## src/sv/mvma_pkg.sv

```systemverilog
`timescale 1ns / 1ps
`default_nettype none

package mvma_pkg;

  localparam int MaxColsDefault = 1024;
  localparam int CfgAddrW       = 4;
  localparam int CfgDataW       = 32;
  localparam int QueueDepth     = 4;

  localparam logic [1:0] RegAlpha = 2'd0;
  localparam logic [1:0] RegBeta  = 2'd1;
  localparam logic [1:0] RegCols  = 2'd2;
  localparam logic [1:0] RegRows  = 2'd3;

  localparam logic ActVector = 1'b0;
  localparam logic ActMatrix = 1'b1;

  localparam logic [15:0] AlphaReset = 16'd4096;
  localparam logic [15:0] BetaReset  = 16'd4096;
  localparam logic [10:0] ColsReset  = 11'd1024;
  localparam logic [15:0] RowsReset  = 16'd1;

  typedef struct packed {
    logic              action;
    logic [9:0]        vec_index;
    logic signed [15:0] value;
    logic signed [15:0] y_old;
  } in_item_t;

  typedef struct packed {
    logic signed [15:0] y_new;
    logic [15:0]        row_number;
    logic               last_row;
  } out_item_t;

  typedef struct packed {
    logic signed [15:0] alpha_gain;
    logic signed [15:0] beta_gain;
    logic [10:0]        cols_in_use;
    logic [15:0]        rows_in_use;
  } cfg_t;

  typedef struct packed {
    logic signed [15:0] value;
    logic signed [15:0] xv;
    logic signed [15:0] y_old;
    logic               eor;
    logic [15:0]        row;
    logic               last;
  } elem_t;

endpackage

`default_nettype wire

```

## src/sv/mvma_back.sv

```systemverilog
`timescale 1ns / 1ps
`default_nettype none

module mvma_back #(
  parameter int MaxCols = mvma_pkg::MaxColsDefault
) (
  input  wire logic           clk_i,
  input  wire logic           rst_ni,
  input  mvma_pkg::cfg_t      cfg_i,
  input  mvma_pkg::elem_t     elem_i,
  input  wire logic           empty_i,
  output logic                pop_o,
  output logic                out_valid_o,
  input  wire logic           out_stall_i,
  output mvma_pkg::out_item_t out_data_o
);
  import mvma_pkg::*;

  localparam int CntW  = $clog2(MaxCols);
  localparam int AccW  = CntW + 33;
  localparam int HiW   = AccW - 24;
  localparam int PHiW  = HiW + 16;
  localparam int YW    = PHiW + 1;

  logic               advance;

  logic               s1_valid_q;
  logic signed [31:0] s1_prod_q;
  logic signed [15:0] s1_y_old_q;
  logic               s1_eor_q, s1_last_q;
  logic [15:0]        s1_row_q;

  logic signed [AccW-1:0] acc_q, acc_d, acc_total;

  logic                   s2_valid_q;
  logic signed [AccW-1:0] s2_acc_q;
  logic signed [15:0]     s2_y_old_q;
  logic                   s2_last_q;
  logic [15:0]            s2_row_q;

  logic                   s3_valid_q;
  logic signed [PHiW-1:0] p_hi_q;
  logic signed [40:0]     p_lo_q;
  logic signed [31:0]     by_q;
  logic                   s3_last_q;
  logic [15:0]            s3_row_q;

  logic signed [HiW-1:0]  acc_hi;
  logic [23:0]            acc_lo;
  logic signed [45:0]     low_sum;
  logic signed [YW-1:0]   y_full;
  logic signed [15:0]     y_sat;
  logic [YW-16:0]         y_upper;

  logic                   out_valid_q;
  out_item_t              out_data_q;

  assign advance = !(out_valid_q && out_stall_i);
  assign pop_o   = advance && !empty_i;

  assign acc_total = acc_q + {{(AccW-32){s1_prod_q[31]}}, s1_prod_q};
  assign acc_hi    = s2_acc_q[AccW-1:24];
  assign acc_lo    = s2_acc_q[23:0];

  always_comb begin
    acc_d = acc_q;
    if (advance && s1_valid_q) begin
      acc_d = s1_eor_q ? '0 : acc_total;
    end
  end

  always_comb begin
    low_sum = {{5{p_lo_q[40]}}, p_lo_q} + {{2{by_q[31]}}, by_q, 12'b0}
            + 46'sd8388608;
    y_full  = {p_hi_q[PHiW-1], p_hi_q}
            + {{(YW-22){low_sum[45]}}, low_sum[45:24]};
    y_upper = y_full[YW-1:15];
    if ((&y_upper) || !(|y_upper)) begin
      y_sat = y_full[15:0];
    end else if (y_full[YW-1]) begin
      y_sat = 16'sh8000;
    end else begin
      y_sat = 16'sh7fff;
    end
  end

  always_ff @(posedge clk_i or negedge rst_ni) begin
    if (!rst_ni) begin
      s1_valid_q  <= 1'b0;
      s2_valid_q  <= 1'b0;
      s3_valid_q  <= 1'b0;
      out_valid_q <= 1'b0;
      acc_q       <= '0;
    end else begin
      acc_q <= acc_d;
      if (advance) begin
        s1_valid_q  <= !empty_i;
        s2_valid_q  <= s1_valid_q && s1_eor_q;
        s3_valid_q  <= s2_valid_q;
        out_valid_q <= s3_valid_q;
      end
    end
  end

  always_ff @(posedge clk_i) begin
    if (advance) begin
      s1_prod_q  <= elem_i.value * elem_i.xv;
      s1_y_old_q <= elem_i.y_old;
      s1_eor_q   <= elem_i.eor;
      s1_last_q  <= elem_i.last;
      s1_row_q   <= elem_i.row;

      s2_acc_q   <= acc_total;
      s2_y_old_q <= s1_y_old_q;
      s2_last_q  <= s1_last_q;
      s2_row_q   <= s1_row_q;

      p_hi_q     <= cfg_i.alpha_gain * acc_hi;
      p_lo_q     <= cfg_i.alpha_gain * $signed({1'b0, acc_lo});
      by_q       <= cfg_i.beta_gain * s2_y_old_q;
      s3_last_q  <= s2_last_q;
      s3_row_q   <= s2_row_q;

      out_data_q <= '{y_new: y_sat, row_number: s3_row_q, last_row: s3_last_q};
    end
  end

  assign out_valid_o = out_valid_q;
  assign out_data_o  = out_data_q;

  a_acc_clear: assert property (@(posedge clk_i) disable iff (!rst_ni)
    (advance && s1_valid_q && s1_eor_q) |=> (acc_q == '0))
    else $error("Accumulator not cleared at end of row.");

  a_out_source: assert property (@(posedge clk_i) disable iff (!rst_ni)
    $rose(out_valid_q) |-> $past(s3_valid_q))
    else $error("Result appeared without a finished row.");

endmodule

`default_nettype wire

```

## config.mk

```make
export PLATFORM = sky130hd
export DESIGN_NAME = mvma_back
export DESIGN_NICKNAME = d
export VERILOG_FILES = /design/src/sv/mvma_pkg.sv /design/src/sv/mvma_back.sv
export SDC_FILE = /design/constraint.sdc
export NUM_CORES = 2
export LEC_CHECK = 0
export BUFFER_PORTS_ARGS = -buffer_cell sky130_fd_sc_hd__buf_2
export CORE_AREA = 2 2 344 601
export DETAILED_ROUTE_END_ITERATION = 8
export DIE_AREA = 0 0 346 603
export SETUP_SLACK_MARGIN = 0.15
export SLEW_MARGIN = 10
export SYNTH_ARGS = -nofsm -noshare
export SYNTH_HDL_FRONTEND = slang
export SYNTH_SLANG_ARGS = --single-unit
```

## constraint.sdc

```tcl
create_clock -name clk_i -period 9.7 [get_ports clk_i]
set_input_delay 1.94 -clock clk_i [delete_from_list [all_inputs] [get_ports clk_i]]
set_output_delay 1.94 -clock clk_i [all_outputs]
set_load 0.05 [all_outputs]
```

== Word-level counts from Yosys, hierarchy flattened ==
Index checks and enable logic that the tools add are counted.

* Output and inout port bits: 35
* Register bits after elaboration: 347
* Bits of input ports: 129

* Muxes and demuxes: 3
* Add/subtract/negate cells: 4
* Reduce and logical (&&, ||, !) cells: 10
* Multipliers: 4

{| class="wikitable"
|+ Operators by type and width
! kind !! number
|-
| multiplier 16 x 16 -> 32 bit || 2
|-
| adder 45 x 25 -> 46 bit (second input constant) || 1
|-
| adder 41 x 44 -> 45 bit || 1
|-
| adder 43 bit || 1
|-
| 2-to-1 mux 43 bit || 1
|-
| multiplier 16 x 25 -> 41 bit || 1
|-
| adder 35 x 22 -> 36 bit || 1
|-
| multiplier 16 x 19 -> 35 bit || 1
|-
| 2-to-1 mux 16 bit || 2
|-
| AND reduction 21 bit || 1
|-
| OR reduction 21 bit || 1
|-
| logical AND 1 bit || 4
|-
| logical NOT 1 bit || 3
|-
| logical OR 1 bit || 1
|}

== Depth between registers and ports, before layout ==
* Word-level depth: 7
* Mapped depth: 28

== Least setup slack after synthesis ==
No wires, ideal clock.

* Kind: input -> register
* Start point: input out_stall_i
* End point: register acc_q[10]
* Data arrival time: 10.142 ns
* Stages: 5
* Path slack: -0.509 ns
* Setup time: 0.066 ns
* Required time: 9.634 ns
* Cells stage by stage: nand2_1 nand2_1 nor2_1 clkbuf_1 a22o_1

* Word-level cells in the longest chain between the ends: 3

{| class="wikitable"
|+ Ends and longest elaborated chain
! what !! line !! text
|-
| start, declared || mvma_back.sv:14 || <nowiki>input wire logic out_stall_i,</nowiki>
|-
| logical AND 1 bit || mvma_back.sv:58 || <nowiki>assign advance = !(out_valid_q && out_stall_i);</nowiki>
|-
| logical NOT 1 bit || mvma_back.sv:58 ||
|-
| logical AND 1 bit || mvma_back.sv:67 || <nowiki>if (advance && s1_valid_q) begin</nowiki>
|-
| end signal, assigned || mvma_back.sv:93 || <nowiki>acc_q <= '0;</nowiki>
|-
| end signal, assigned || mvma_back.sv:95 || <nowiki>acc_q <= acc_d;</nowiki>
|-
| end, declared || mvma_back.sv:33 || <nowiki>logic signed [AccW-1:0] acc_q, acc_d, acc_total;</nowiki>
|}

No other way between the ends.
A chain may end at the register's enable or synchronous reset.

== Worst setup path after layout ==
* Start point: input cfg_i[45] (netlist bit)
* End point: register p_lo_q[40], data pin

* Word-level cells in the longest chain between the ends: 1

{| class="wikitable"
|+ Ends and longest elaborated chain
! what !! line !! text
|-
| start, declared || mvma_back.sv:9 || <nowiki>input mvma_pkg::cfg_t cfg_i,</nowiki>
|-
| multiplier 16 x 25 -> 41 bit || mvma_back.sv:119 || <nowiki>p_lo_q <= cfg_i.alpha_gain * $signed({1'b0, acc_lo});</nowiki>
|-
| end signal, assigned || mvma_back.sv:119 ||
|-
| end, declared || mvma_back.sv:43 || <nowiki>logic signed [40:0] p_lo_q;</nowiki>
|}

No other way between the ends.

==> metrics.cfg <==
[status]
status=complete, no violations

[grt]
grt_first_pass_wirelength_microns=244100
use_met2_pct=29.01
met3_grt_util_pct=1.460
first_global_vias=46250
grt_util_all_layers_pct=14.70
grt_antenna_before_repair=15
overflow=0
grt_start_max_net_pins=113
grt_most_used_layer=met2
grt.met1_usage_pct=15.21

[job]
drv_cap=0

[yosys]
synthesis.instances=5973
syn_area_per_cell_sq_um=9.846
netlist.area_leader.share_pct=38.64
postSynthNetCount=7763
synth_seq_area_share_pct=16.71
synth_cell_types=94
ys.flop_type=edfxtp_1
netlist_top_cells_area=fa_1 (39%), edfxtp_1 (15%), ha_1 (11%), inv_1 (8.7%), and2_1 (4.9%)
synth-edff-count=288
syn_area_sq_um=58810
synth-warning-count=0
asyncSetResetFlopFracSynth_pct=14.03
ys_seq_elements=335
synth_top_cell_by_area=fa_1

[min_path]
worst_hold_path.endpoint=s3_row_q[3]$_DFFE_PN_
holdCritPathClass=reg2reg
hold_path_startpoint=s2_row_q[3]$_DFFE_PN_
whs_path_depth=0

[cts]
post_cts_buffers=0
worst_skew_pair.late_latency_ps=640
cts_made_buffers=38
cts_buffer_depth=3
cts_repair_resizes=0
clk_pin_slew_worst_paths_ps=70
cts_tree=yes
ctsHoldBuffers=0
clock_sinks=335
h-tree-depth=2
cts_root_buffer=clkbuf_16

[sta]
finalClockSkew_ps=34.59
finalSetupViolCount=0
max_freq_mhz=118.9
maxSlewHeadroom_pct=27.63
final_hold_violating_endpoints=0
final.period_utilization_pct=86.68
fin_setup_tns_ps=0
grt_setup_unrepaired=false
fin_crit_ps=8408
number_of_max_slew_violations_in_the_final_report=0
slew_of_the_pin_with_the_lowest_slew_margin_ps=1072

[placed_design]
number_of_buffers_inserted_by_port_buffering=136
gp_congestion=0.8842
dp_hpwl_microns=122500

[die]
floorplan.initialDensity_pct=28.92
die_h_microns=603
die_width_microns=346
die-area_sq_um=208600
core.rowCount=219
placeableCoreArea_sq_um=203300
num_io_pins=164

[drt]
drt.antenna.violating_nets=0
wl_per_cell_microns=17.27
finalWirelength_microns=150000
dr_iter_0_viols=1843
post_drt_via_cell_ratio=4.679
drtPass1Iterations=5
remaining_drc_errors=0
via_count=40630

[critical_path]
worstSetupStartpointType=primary input
path_class=in2reg
crit_path_required_time_ps=10050
reg_to_reg_startpoint=s2_acc_q[13]$_DFFE_PN_
critical_path.max_fanout=29
r2r_setup_slack_ps=2340
worstReg2RegEnd=p_lo_q[40]$_DFFE_PN_
cp.arrival_ps=8760
critical_path.endpoint_type=flip-flop
timing.reg2reg.worst_path_depth=23

[final_layout]
area_delta_synth_final_pct=8.455
layout.nets=7789
final_layout_size_suffix_gt1_share_pct=4.745

[layer usage]
metal  up-vias  part of all wire [%]
li1      18360                     -
met1     20980                    36
met2       901                    55
met3       381                   3.6
met4        14                   5.2
met5         -                 0.064
[critical path: stages]
cell       delay, ps
buf_2            640
nand2_1          170
fa_1             540
fa_1             550
fa_1             530
inv_1             60
fa_1             530
fa_1             540
inv_1             60
fa_1             510
inv_1             50
ha_1             330
a21o_1           180
a21oi_1          270
nand2_1          140
a21oi_1          160
inv_1             60
o311a_1          160
a31o_2           300
a21oi_1          320
o21ai_1          200
a2111oi_0        410
nor3b_1          110
[final cells by class]
cell class | instances | area, sq um
fill | 21020 | 139500
antenna | 3 | 7.507
timing repair buffer | 181 | 1044
clock buffer | 43 | 1001
sequential | 335 | 9824
clock inverter | 26 | 326.6
inverter | 1369 | 5139
multi-input combinational | 4074 | 43120
tap | 2652 | 3318
[logic make-up after synthesis]
group / share of synthesized area, %
adder cells (fa/ha/maj): 49.83
AND/OR/NAND/NOR: 13.11
buffers and inverters: 10.01
AO/OA/AOI/OAI: 7.036
flip-flops: 16.71
XOR/XNOR: 3.247
multiplexers: 0.05531
[stage by stage]
stage | utilization (%) | area, sq um | hold slack, ps | worst slack, ps | instances
final | 31.37 | 63780 | 411.6 | 1292 | 8683
after global routing | 31.37 | 63780 | 410.6 | 936.9 | 8682
after CTS | 31.37 | 63770 | 405.7 | 1383 | 8680
after detailed placement | 30.71 | 62450 | 405.2 | 733.7 | 8611
after global placement | 30.71 | 62450 | 400.3 | 784.1 | 8611
after floorplan | - | 58810 | 400.3 | 1585 | 5973
[worst max path at each step]
stage / from / endpoint / slack (ps) / depth (start not counted)
floorplan: cfg_i[50] / p_lo_q[40]$_DFFE_PN_ / 1580 / 26
global placement: cfg_i[45] / p_lo_q[31]$_DFFE_PN_ / 780 / 22
detailed placement: cfg_i[45] / p_lo_q[40]$_DFFE_PN_ / 730 / 22
CTS: cfg_i[45] / p_lo_q[40]$_DFFE_PN_ / 1380 / 22
global route: cfg_i[45] / p_lo_q[40]$_DFFE_PN_ / 940 / 23
finish: cfg_i[45] / p_lo_q[40]$_DFFE_PN_ / 1290 / 23
[placed cells by master (no fill, tap or decap), types with 52 or more instances in the layout]
cell type     n
inv_1      1367
fa_1       1135
nand2_1     743
ha_1        526
and2_1      464
edfxtp_1    288
xnor2_1     166
nor2_1      162
a21oi_1     151
buf_2       136
a21o_1       90
o21ai_0      70
nand2b_1     52
xor2_1       52
[flip-flops by register name, indices dropped and copies added, names as in the netlist]
| name | cells |
|---|---|
| s2_last_q | 1 |
| s1_prod_q | 32 |
| s1_eor_q | 1 |
| s1_y_old_q | 16 |
| s1_last_q | 1 |
| p_hi_q | 35 |
| s1_valid_q | 1 |
| out_valid_o | 1 |
| s2_valid_q | 1 |
| s3_last_q | 1 |
| s2_acc_q | 43 |
| out_data_o | 33 |
| s1_row_q | 16 |
| s3_row_q | 16 |
| s3_valid_q | 1 |
| by_q | 32 |
| acc_q | 43 |
| s2_y_old_q | 16 |
| s2_row_q | 16 |
| p_lo_q | 29 |
[cells in the mapped netlist (all sizes together), types with 12 or more instances]
| cell | number |
|---|---|
| xnor2 | 166 |
| o21a | 51 |
| a211o | 12 |
| o211ai | 13 |
| a211oi | 17 |
| edfxtp | 288 |
| a31oi | 20 |
| a21o | 91 |
| clkbuf | 189 |
| nand4 | 21 |
| and2 | 465 |
| ha | 526 |
| o21ai | 80 |
| a21oi | 153 |
| o21bai | 29 |
| nor2b | 21 |
| and3 | 17 |
| nor2 | 163 |
| dfrtp | 47 |
| xor2 | 52 |
| nand3 | 33 |
| inv | 1367 |
| nand2 | 746 |
| fa | 1135 |
| a22o | 35 |
| nand2b | 52 |
| nor3 | 35 |
Power is not shown: default switching activity piles up to over one toggle a cycle in this logic, so the estimate is an artifact.
