$ cat config.mk
export PLATFORM = sky130hd
export DESIGN_NAME = mvma_fifo
export DESIGN_NICKNAME = d
export VERILOG_FILES = /design/src/sv/mvma_pkg.sv /design/src/sv/mvma_fifo.sv
export SDC_FILE = /design/constraint.sdc
export NUM_CORES = 1
export LEC_CHECK = 0
export BUFFER_PORTS_ARGS = -buffer_cell sky130_fd_sc_hd__buf_2
export CAP_MARGIN = 20
export CORE_UTILIZATION = 35
export DETAILED_ROUTE_END_ITERATION = 10
export GPL_TIMING_DRIVEN = 0
export PLACE_DENSITY = 0.52
export SETUP_SLACK_MARGIN = 0.1
export SYNTH_ARGS = -nofsm -noshare
export SYNTH_HDL_FRONTEND = slang
export SYNTH_SLANG_ARGS = --single-unit
$ cat constraint.sdc
create_clock -name clk_i -period 3.5 [get_ports clk_i]
set_clock_uncertainty 0.1 [all_clocks]
set_input_delay 0.525 -clock clk_i [delete_from_list [all_inputs] [get_ports clk_i]]
set_output_delay 0.525 -clock clk_i [all_outputs]
set_load 0.02 [all_outputs]
$ cat src/sv/mvma_pkg.sv
`timescale 1ns / 1ps
`default_nettype none

package mvma_pkg;

  localparam int MaxColsDefault = 1024;
  localparam int CfgAddrW       = 4;
  localparam int CfgDataW       = 32;
  localparam int QueueDepth     = 4;

  localparam logic [1:0] RegAlpha = 2'd0;
  localparam logic [1:0] RegBeta  = 2'd1;
  localparam logic [1:0] RegCols  = 2'd2;
  localparam logic [1:0] RegRows  = 2'd3;

  localparam logic ActVector = 1'b0;
  localparam logic ActMatrix = 1'b1;

  localparam logic [15:0] AlphaReset = 16'd4096;
  localparam logic [15:0] BetaReset  = 16'd4096;
  localparam logic [10:0] ColsReset  = 11'd1024;
  localparam logic [15:0] RowsReset  = 16'd1;

  typedef struct packed {
    logic              action;
    logic [9:0]        vec_index;
    logic signed [15:0] value;
    logic signed [15:0] y_old;
  } in_item_t;

  typedef struct packed {
    logic signed [15:0] y_new;
    logic [15:0]        row_number;
    logic               last_row;
  } out_item_t;

  typedef struct packed {
    logic signed [15:0] alpha_gain;
    logic signed [15:0] beta_gain;
    logic [10:0]        cols_in_use;
    logic [15:0]        rows_in_use;
  } cfg_t;

  typedef struct packed {
    logic signed [15:0] value;
    logic signed [15:0] xv;
    logic signed [15:0] y_old;
    logic               eor;
    logic [15:0]        row;
    logic               last;
  } elem_t;

endpackage

`default_nettype wire

$ cat src/sv/mvma_fifo.sv
`timescale 1ns / 1ps
`default_nettype none

module mvma_fifo (
  input  wire logic            clk_i,
  input  wire logic            rst_ni,
  input  wire logic            push_i,
  input  mvma_pkg::elem_t      data_i,
  output logic                 full_o,
  input  wire logic            pop_i,
  output mvma_pkg::elem_t      data_o,
  output logic                 empty_o
);
  import mvma_pkg::*;

  localparam int PtrW = $clog2(QueueDepth);
  localparam int CntW = $clog2(QueueDepth + 1);

  elem_t             mem_q [QueueDepth];
  logic [PtrW-1:0]   wr_ptr_q, wr_ptr_d;
  logic [PtrW-1:0]   rd_ptr_q, rd_ptr_d;
  logic [CntW-1:0]   count_q, count_d;
  logic              do_push, do_pop;

  assign full_o  = (count_q == CntW'(QueueDepth));
  assign empty_o = (count_q == '0);
  assign do_push = push_i && !full_o;
  assign do_pop  = pop_i && !empty_o;
  assign data_o  = mem_q[rd_ptr_q];

  always_comb begin
    wr_ptr_d = wr_ptr_q;
    rd_ptr_d = rd_ptr_q;
    count_d  = count_q;
    if (do_push) begin
      wr_ptr_d = (wr_ptr_q == PtrW'(QueueDepth - 1)) ? '0 : wr_ptr_q + 1'b1;
    end
    if (do_pop) begin
      rd_ptr_d = (rd_ptr_q == PtrW'(QueueDepth - 1)) ? '0 : rd_ptr_q + 1'b1;
    end
    if (do_push && !do_pop) begin
      count_d = count_q + 1'b1;
    end else if (do_pop && !do_push) begin
      count_d = count_q - 1'b1;
    end
  end

  always_ff @(posedge clk_i or negedge rst_ni) begin
    if (!rst_ni) begin
      wr_ptr_q <= '0;
      rd_ptr_q <= '0;
      count_q  <= '0;
    end else begin
      wr_ptr_q <= wr_ptr_d;
      rd_ptr_q <= rd_ptr_d;
      count_q  <= count_d;
    end
  end

  always_ff @(posedge clk_i) begin
    if (do_push) begin
      mem_q[wr_ptr_q] <= data_i;
    end
  end

  a_no_push_full: assert property (@(posedge clk_i) disable iff (!rst_ni)
    push_i |-> !full_o)
    else $error("Queue written while full.");

  a_count_bound: assert property (@(posedge clk_i) disable iff (!rst_ni)
    count_q <= CntW'(QueueDepth))
    else $error("Queue count out of range.");

endmodule

`default_nettype wire

== Yosys cells after proc, flatten, opt, wreduce, memory -nomap -nowiden ==
Memory sizes are Yosys's and may differ from the RTL's.
Cells that the tools add are included.
Storage, ports and cells
  output and inout port bits: 68
  word-level logic and storage cells: 27
  input port bits: 70
  bits in writable memories: 264
  memories kept: 1
  register bits: 7
Operators by class
  add/sub/neg operators: 4
  muxes and demuxes: 6
  reductions and logical operators: 10
  equal/unequal tests: 3
Memory list
  mem_q: depth 4, bits a word 66, rd ports 1, clocked after Yosys merged registers in 0, wr ports 1, RTL line mvma_fifo.sv:19  | elem_t mem_q [QueueDepth];
Operators with widths (count)
  3-bit two-way mux: 2
  2-bit by 1-bit adder with 2-bit output, second input constant: 2
  2-bit == test, second input constant: 2
  1-bit logical AND: 4
  1-bit logical NOT: 4
  2-bit two-way mux: 2
  3-bit by 1-bit adder with 3-bit output, second input constant: 1
  3-bit == test, second input constant: 1
  3-bit logical NOT: 1
  3-bit by 1-bit subtractor with 3-bit output, second input constant: 1
  1-bit two-way mux: 2
  2-bit nonzero test: 1

== Logic depth before layout (Yosys ltp) ==
Gate-level depths: netlist of run 1.
  word-level depth: 7
  gate-level depth with buffers: 9
  gate-level depth less buffers: 8

== Least setup slack after synthesis of run 1 ==
Ideal clock, no wire load.
  path kind: register to register
  from: register count_q[2]
  to: memory mem_q[0][0] in the netlist's numbering (enable)
  setup time: 0.431 ns
  required time: 2.969 ns
  path buffers: 1
  setup slack: 0.530 ns
  stages on the path, launching flop included: 5
  arrival time: 2.438 ns
  clock period less this slack: 2.970 ns
  cells stage by stage: dfrtp_1 -> nor3b_2 -> nor2b_1 -> buf_2 -> and2_1
On the way
  cells in the longest elaborated chain, start to end: 5
Ends and longest elaborated chain
  from (decl): RTL line mvma_fifo.sv:22  | logic [CntW-1:0] count_q, count_d;
  from (signal assigned): RTL line mvma_fifo.sv:56  | count_q <= count_d;
  3-bit == test: RTL line mvma_fifo.sv:25  | assign full_o = (count_q == CntW'(QueueDepth));
  net full_o: RTL line mvma_fifo.sv:9  | output logic full_o,
  1-bit logical NOT: RTL line mvma_fifo.sv:27  | assign do_push = push_i && !full_o;
  1-bit logical AND: RTL line mvma_fifo.sv:27
  net do_push: RTL line mvma_fifo.sv:23  | logic do_push, do_pop;
  1-bit two-way mux: RTL line mvma_fifo.sv:61  | if (do_push) begin
  1-bit two-way mux (implied by the code): RTL line mvma_fifo.sv:62  | mem_q[wr_ptr_q] <= data_i;
  to (decl): RTL line mvma_fifo.sv:19
The timed path passes the listed nets, and every way through them passes these cells.

==> results of run 1 <==
layout by cell type (no fill, tap or decap), types with 2 or more instances in the layout:
cell and count:
clkbuf_1 6, dfrtp_1 7, edfxtp_1 264, ha_1 6, xor2_1 2, inv_1 3, mux4_2 66, buf_12 3
buf_4 4, mux2_1 2, nor2_1 2, clkinv_1 3, bufinv_16 4, buf_1 3, clkbuf_16 29, mux2_2 2
buf_16 4, nor3_1 2, diode_2 3, and2_4 4, buf_2 142, clkinvlp_4 3, clkinv_2 6
repair_timing:
item | in CTS | in global routing
endpoints found under the hold margin | 7 | 0
hold buffers | 1 | 0
setup endpoints to repair | 0 | 0
report_power, final:
part           leakage [µW]  switching, µW  total [µW]  internal, µW
clock              0.000454           1170        2980          1810
combinational       0.00121           2000        3440          1440
sequential          0.00250            171        4450          4280
total               0.00417           3340       10900          7540
layout make-up:
type	instances	area [µm²]
Fill cell	2471	15700
Sequential cell	271	8100
Multi-Input combinational cell	92	1740
Timing Repair Buffer	142	806
Clock buffer	35	748
Tap cell	378	473
Clock inverter	17	193
Buffer	16	138
Inverter	3	11.3
Antenna cell	3	7.51
Yosys cell counts, drive strengths merged:
cell type | number | area, µm²
a21o | 1 | 7.51
inv | 3 | 11.3
xor2 | 2 | 17.5
xnor2 | 1 | 8.76
mux2 | 4 | 45.0
and2 | 4 | 25.0
dfrtp | 7 | 175
nor3 | 2 | 10.0
buf | 16 | 138
nor3b | 1 | 12.5
fa | 1 | 20.0
o31ai | 1 | 12.5
ha | 6 | 75.1
edfxtp | 264 | 7930
nor2 | 2 | 7.51
nor2b | 1 | 6.26
mux4 | 66 | 1490
routing by layer:
metal | track usage, % | share of wire [%]
met3 | 3.86 | 6.7
met1 | 15.9 | 41
met2 | 21.9 | 50
met5 | 0 | 0
met4 | 3.53 | 1.9
registers in the layout, summed over array words and instances, names as in the netlist:
| name | flops |
|---|---|
| rd_ptr_q | 2 |
| count_q | 3 |
| mem_q | 264 |
| wr_ptr_q | 2 |
cell families (layout without fill, tap and decap cells):
group / after synthesis / in the layout / synth area share, %
mux: 70 / 70 / 15.3
xor+xnor: 3 / 3 / 0.263
compound gates: 2 / 2 / 0.200
simple gates: 10 / 10 / 0.614
fa+ha+maj: 7 / 7 / 0.952
other cells: 0 / 3 / 0
flops: 271 / 271 / 81.1
buf+inv: 19 / 213 / 1.49
critical path, stage by stage (launching register included):
cell and delay (ns):
dfrtp_1 0.48, buf_2 0.35, buf_2 0.35, mux4_2 0.37, buf_2 0.18
stage by stage:
step | utilization (%) | hold slack (ns) | setup TNS (ns)
final | 43.8 | 0.107 | 0
after global routing | 43.7 | 0.0774 | 0
after CTS | 43.7 | 0.0767 | 0
after detailed placement | 40.3 | 0.275 | 0
after global placement | 39.9 | 0.263 | -230.22
after floorplan | - | 0.129 | 0
worst paths after layout:
check,from,endpoint,slack [ns]
max in group asynchronous,rst_ni,rd_ptr_q[0],2.88
hold / removal,data_i[12],mem_q[2][12],0.11
min in group asynchronous,rst_ni,count_q[2],0.25
setup / recovery,rd_ptr_q[1],data_o[41],0.62
setup reg to reg,count_q[0],count_q[2],1.19
hold reg to reg,wr_ptr_q[1],wr_ptr_q[1],0.47
==> impl_metrics.yaml, run 1 <==
setup_path:
  crit_type: "register to output pin"
  cp-end-kind: "output pin"
  critPathRequiredTime_ns: 2.87
  worstPathArrival_ns: 2.26
  path_max_fanout: 10
  reg2reg_depth: 7
  critPathLaunchType: "register"
place:
  place_area_mm2: 0.0113
  pre_cts_ws_ns: 1.07
  portBuffers: 137
  finalWeightedCongestion: 0.662
  dp_cells: 901
  hpwl_mm: 11.2
timing:
  setup_viol: 0
  fin_crit_sh_pct: 82.4
  finalHoldViolCount: 0
  maxSlewHeadroom_pct: 54.2
  fmax_mhz: 347
  tightest_slew_ns: 0.687
  fin_crit_ns: 2.88
  final_max_slew_viol_count: 0
  rsz0062_at_grt: "false"
  layout_setup_ws_ns: 0.615
synth:
  yosysWarnings: 0
  avgSynthCellArea_um2: 26.1
  synth_cell_types: 22
  netlist_area_mm2: 0.00999
  syn_inst: 382
  synth_nets: 459
  yosysSeqAreaShare_pct: 81.1
  ys_ff_latch: 271
clock_tree:
  clk_latency_ns: 0.53
  cts-htree-levels: 1
  clock-sinks: 271
  clk_pin_slew_worst_paths_ns: 0.06
  tritoncts: "yes"
  ctsResizeCount: 0
  root_buffer: "clkbuf_16"
  post-cts-setup-buffer-count: 0
  clockBufferDepth: 3
  cts_buffers: 29
power:
  finalPower_uw: 10900
  leakage_uw: 0.00417
  power_density_mw_per_mm2: 890
  ir_worst_vdd_mv: 0.521
min_path:
  min_delay_path_depth: 1
  hp-class: "primary input to register"
global_routing:
  antenna_found_initial: 2
  track_usage_pct: 12.9
  grt_max_degree: 46
  grt_overflow: 0
  first_global_vias: 4846
  grt_pass1_wl_mm: 28.0
job:
  drv_cap: 0
status:
  status: "complete, no violations"
drt:
  wl_per_cell_um: 19.3
  drc: 0
  drt_wl_total_mm: 18.4
  drtAntennaViolNets: 0
  firstDrtPassIters: 4
  vias: 4426
  drt_iter0_markers: 272
  vias_per_cell: 4.62
floorplan:
  die_w_um: 171
  io_pins: 138
  start_util_pct: 35.7
  dieArea_mm2: 0.0292
  fp.coreArea_mm2: 0.0279
  rows: 61
  die_h_um: 171
layout:
  nets: 632
  finalInstanceArea_mm2: 0.0122
  layout-drive-gt1-share_pct: 47.0
  finalNonFillerCells: 957
  synthToLayoutAreaGrowth_pct: 22.4
No activity file was read; power rests on OpenSTA's default activity.
==> run 2, diff against run 1 <==
- clock period: 3.5 -> 2.7 ns (I/O delays scaled with it)
==> run 2 against run 1 <==
Count of clock-buffer cells in the layout did not move. Register-to-register slack got worse by 0.76 ns. Critical path depth did not move. Global-route usage barely moved. Combinational power rose by 36%. First-iteration DRC count fell by 36%. Final cell count rose by 6.9%. Largest power group unchanged.
==> impl_metrics.yaml, run 2 (same netlist as run 1, synthesis figures left out) <==
status:
  status: "complete, no violations"
timing:
  rsz0062_at_grt: "true"
  layout_setup_ws_ns: 0.187
  fin_crit_ns: 2.51
  fin_crit_sh_pct: 93.1
  maxSlewHeadroom_pct: 64.3
  fmax_mhz: 398
  final_max_slew_viol_count: 0
  finalHoldViolCount: 0
  setup_viol: 0
  tightest_slew_ns: 0.536
layout:
  seqCellArea_mm2: 0.00810
  largest-register: "mem_q"
  nets: 703
  diodes: 0
  synthToLayoutAreaGrowth_pct: 29.3
  final_cell_mix: "edfxtp_1, buf_2, mux4_2, dlygate4sd3_1, clkbuf_16"
  multi_input_area_mm2: 0.00174
  top_regs: "mem_q x264, count_q x3"
  layout-drive-gt1-share_pct: 42.8
  layout_commonest_cell: "edfxtp_1"
  largest_register_ffs: 264
  finalNonFillerCells: 1023
  fill_cells: 2401
setup_path:
  path_max_fanout: 10
  reg2reg_depth: 7
  critPathRequiredTime_ns: 2.19
  cp-end-kind: "output pin"
  crit_type: "register to output pin"
  r2r-start: "count_q[0]"
  critPathLaunchType: "register"
  r2r_end: "count_q[2]"
  worstPathArrival_ns: 2.01
  reg2reg_slack_ns: 0.43
clock_tree:
  clk_latency_ns: 0.52
  root_buffer: "clkbuf_16"
  cts_buffers: 29
  clk_pin_slew_worst_paths_ns: 0.06
  tritoncts: "yes"
  cts-htree-levels: 1
  clockBufferDepth: 3
  clock-sinks: 271
drt:
  drtAntennaViolNets: 0
  drt_iter0_markers: 175
  vias_per_cell: 4.59
  vias: 4692
  drc: 0
  firstDrtPassIters: 4
  wl_per_cell_um: 18.2
  drt_wl_total_mm: 18.6
power:
  finalPower_uw: 14100
  ir_worst_vdd_mv: 0.578
  power_density_mw_per_mm2: 1090
  leakage_uw: 0.00446
place:
  finalWeightedCongestion: 0.659
  dp_cells: 901
  portBuffers: 137
  pre_cts_ws_ns: 0.387
  hpwl_mm: 11.2
floorplan:
  io_pins: 138
  dieArea_mm2: 0.0292
  rows: 61
  die_h_um: 171
  start_util_pct: 35.7
  fp.coreArea_mm2: 0.0279
  die_w_um: 171
job:
  drv_cap: 0
global_routing:
  track_usage_pct: 12.9
  grt_overflow: 0
  grt_max_degree: 38
  grt_pass1_wl_mm: 28.4
  antenna_found_initial: 0
  first_global_vias: 5189
min_path:
  min_delay_path_depth: 1
  worstHoldStart: "data_i[21]"
  hp-class: "primary input to register"
  min_to: "mem_q[0][21]"
-- run 2: layout make-up --
cell class | instances | share of cell area [%]
Timing Repair Buffer | 213 | 12.0
Tap cell | 378 | 3.66
Buffer | 16 | 1.17
Sequential cell | 271 | 62.8
Clock buffer | 35 | 5.80
Inverter | 3 | 0.0872
Multi-Input combinational cell | 92 | 13.5
Clock inverter | 15 | 0.979
-- run 2: worst max-delay path by stage --
stage | cells past startpoint | endpoint | from
after floorplan | 4 | mem_q[0][0] | count_q[2]
after global placement | 4 | mem_q[2][12] | count_q[2]
after detailed placement | 4 | data_o[37] | rd_ptr_q[1]
after CTS | 4 | data_o[3] | rd_ptr_q[0]
after global routing | 4 | data_o[8] | rd_ptr_q[0]
final | 4 | data_o[63] | rd_ptr_q[0]
-- run 2: worst max-delay path, stage by stage (launching register included) --
cell and delay, ns:
dfrtp_1 0.36, buf_6 0.14, buf_4 0.25, mux4_2 0.56, buf_2 0.18
-- run 2: layer usage --
layer | GRT usage [%] | routed length, µm
met2 | 22.5 | 9460
met3 | 2.54 | 911
met1 | 16.4 | 7910
met5 | 0 | 0
met4 | 3.53 | 306
-- run 2: power by group --
part	total [µW]	internal, µW	switching, µW
combinational	4690	2070	2620
sequential	5770	5560	218
clock	3600	2140	1450
total	14100	9770	4290
-- run 2: stage by stage --
stage                     setup TNS [ns]  area, µm²  util [%]  hold WS [ns]
after floorplan                        0       9990         -       0.00941
after global placement            -65.80      11100      39.9         0.142
after detailed placement               0      11300      40.3         0.155
after CTS                              0      12800      46.0       0.00386
after global routing                   0      12900      46.2       0.00913
final                                  0      12900      46.2        0.0319
-- run 2: repair_timing --
| action | in CTS | in global routing |
|---|---|---|
| endpoints found under the hold margin | 267 | 0 |
| hold buffers | 66 | 0 |
| pin swaps | 0 | 0 |
| cloned | 0 | 2 |
| endpoints found under the setup margin | 59 | 32 |
| resized for setup | 8 | 0 |
| buffers inserted | 2 | 2 |
==> run 3, diff against run 2 <==
- CTS_CLUSTER_SIZE: default -> 16
- clock period: 2.7 -> 2.6 ns (I/O delays scaled with it)
==> run 3 against run 2 <==
Via count up 0.26%. Final area up 1.5%. Largest power group unchanged. Count of clock-buffer cells in the layout unchanged. Hold slack better by 0.11 ns. First-iteration DRC count up 5.7%. Highest routed layer unchanged. Clock power up 4%. Register-to-register slack worse by 0.11 ns. Non-clock buffer count up 1. Combinational power up 12%.
==> impl_metrics.yaml, run 3 (same netlist as run 1, synthesis figures left out) <==
clock_tree:
  clockBufferDepth: 3
  clk_pin_slew_worst_paths_ns: 0.06
  clock-sinks: 271
  clk_latency_ns: 0.52
  cts-htree-levels: 1
  tritoncts: "yes"
  cts_buffers: 29
  root_buffer: "clkbuf_16"
layout:
  layout_commonest_cell: "edfxtp_1"
  diodes: 0
  layout-drive-gt1-share_pct: 42.7
  largest-register: "mem_q"
  multi_input_area_mm2: 0.00174
  seqCellArea_mm2: 0.00810
  largest_register_ffs: 264
  synthToLayoutAreaGrowth_pct: 31.1
  final_core_util_pct: 46.9
  top_regs: "mem_q x264, count_q x3"
  final_cell_mix: "edfxtp_1, buf_2, dlygate4sd3_1, mux4_2, buf_6"
  fill_cells: 2369
  nets: 704
timing:
  fin_crit_sh_pct: 96.2
  fin_crit_ns: 2.50
  fmax_mhz: 400
  finalSetupTns_ns: 0
  setup_viol: 0
  tightest_slew_ns: 0.538
  finalHoldViolCount: 0
  rsz0062_at_grt: "true"
  maxSlewHeadroom_pct: 64.2
  hold_slack_ns: 0.138
  final_max_slew_viol_count: 0
drt:
  wl_per_cell_um: 18.2
  vias: 4704
  drt_wl_total_mm: 18.6
  firstDrtPassIters: 4
  vias_per_cell: 4.59
  drt_iter0_markers: 185
  drc: 0
  drtAntennaViolNets: 0
global_routing:
  grt_overflow: 0
  first_global_vias: 5207
  grt_use_met2_pct: 22.5
  top_usage_layer: "met2"
  grt_pass1_wl_mm: 28.4
  grt_max_degree: 38
  track_usage_pct: 12.9
  gr-usage-met3_pct: 2.54
  antenna_found_initial: 0
  grt_util_met1_pct: 16.4
status:
  status: "complete, no violations"
power:
  p_clk_share_pct: 24.9
  seqPwrFrac_pct: 40.0
  ir_worst_vdd_mv: 0.600
  comb_power_share_pct: 35.1
  leakage_uw: 0.00453
  switching_share_pct: 30.2
  finalPower_uw: 15000
  power_density_mw_per_mm2: 1150
  power.switching_uw: 4530
  p_int_uw: 10500
floorplan:
  start_util_pct: 35.7
  fp.coreArea_mm2: 0.0279
  rows: 61
  dieArea_mm2: 0.0292
  die_h_um: 171
  die_w_um: 171
  io_pins: 138
setup_path:
  crit_type: "register to output pin"
  cp-end-kind: "output pin"
  path_max_fanout: 6
  slowest_stage: "mux4_2"
  cpPeakStageDelay_ns: 0.53
  critPathLaunchType: "register"
  critPathBufInv: 4
  critPathTopFamily: "buffers and inverters"
  worstPathCellList: "buf_6 -> buf_12 -> buf_12 -> mux4_2 -> buf_6"
  critPathRequiredTime_ns: 2.11
  worstPathArrival_ns: 2.01
job:
  drv_cap: 0
min_path:
  hp-class: "primary input to async pin"
place:
  finalWeightedCongestion: 0.659
  hpwl_mm: 11.2
  portBuffers: 137
## run 3: final timing paths
path / startpoint / end / slack [ns] / cells after the start
worst max-delay path: rd_ptr_q[0] / data_o[45] / 0.1 / 5
worst min-delay path: rst_ni / count_q[2] / 0.14 / 2
worst max register to register: count_q[0] / count_q[2] / 0.32 / 7
worst min register to register: count_q[2] / count_q[2] / 0.45 / 1
max in group asynchronous: rst_ni / rd_ptr_q[1] / 2.08 / 2
min in group clk_i: pop_i / rd_ptr_q[0] / 0.16 / 3
## run 3: timing repair
item                       CTS  global route
hold endpoints to repair   271             0
setup endpoints to repair   59            62
gates resized for setup     12            56
cloned                       0             2
hold buffers                67             0
setup buffers                4             0
pin swaps                    0             0
## run 3: through the flow
stage / setup WS [ns] / area, µm² / cells
after global placement: -0.359 / 11100 / 897
after floorplan: 0.349 / 9990 / 382
after global routing: 0.0160 / 13100 / 1024
final: 0.0982 / 13100 / 1024
after detailed placement: 0.302 / 11300 / 901
after CTS: 0.0273 / 12900 / 1022
## run 3: per-layer routing
layer	wire length [µm]	part of all wire, %
met1	7980	43
met4	347	1.9
met3	907	4.9
met2	9410	50
met5	0	0
## run 3: layout make-up
type,instances,area share [%]
Tap cell,378,3.61
Multi-Input combinational cell,92,13.3
Inverter,3,0.0860
Sequential cell,271,61.9
Clock inverter,15,0.965
Buffer,16,1.33
Timing Repair Buffer,214,13.1
Clock buffer,35,5.71
## run 3: power by group through the flow
stage	clock network [µW]	logic, µW	registers, µW
global route	4030	5680	6070
CTS	3850	5000	6010
global placement	0	4600	6090
detailed placement	0	4780	6100
floorplan	0	3210	6020
finish	3740	5270	6000
## run 3: worst reg2reg max path: stages, from the launching register on
cell and delay (ns):
dfrtp_1 0.46, o31ai_2 0.48, ha_1 0.27, inv_1 0.06, fa_1 0.37, xor2_1 0.17, nor2_1 0.13, xor2_1 0.16
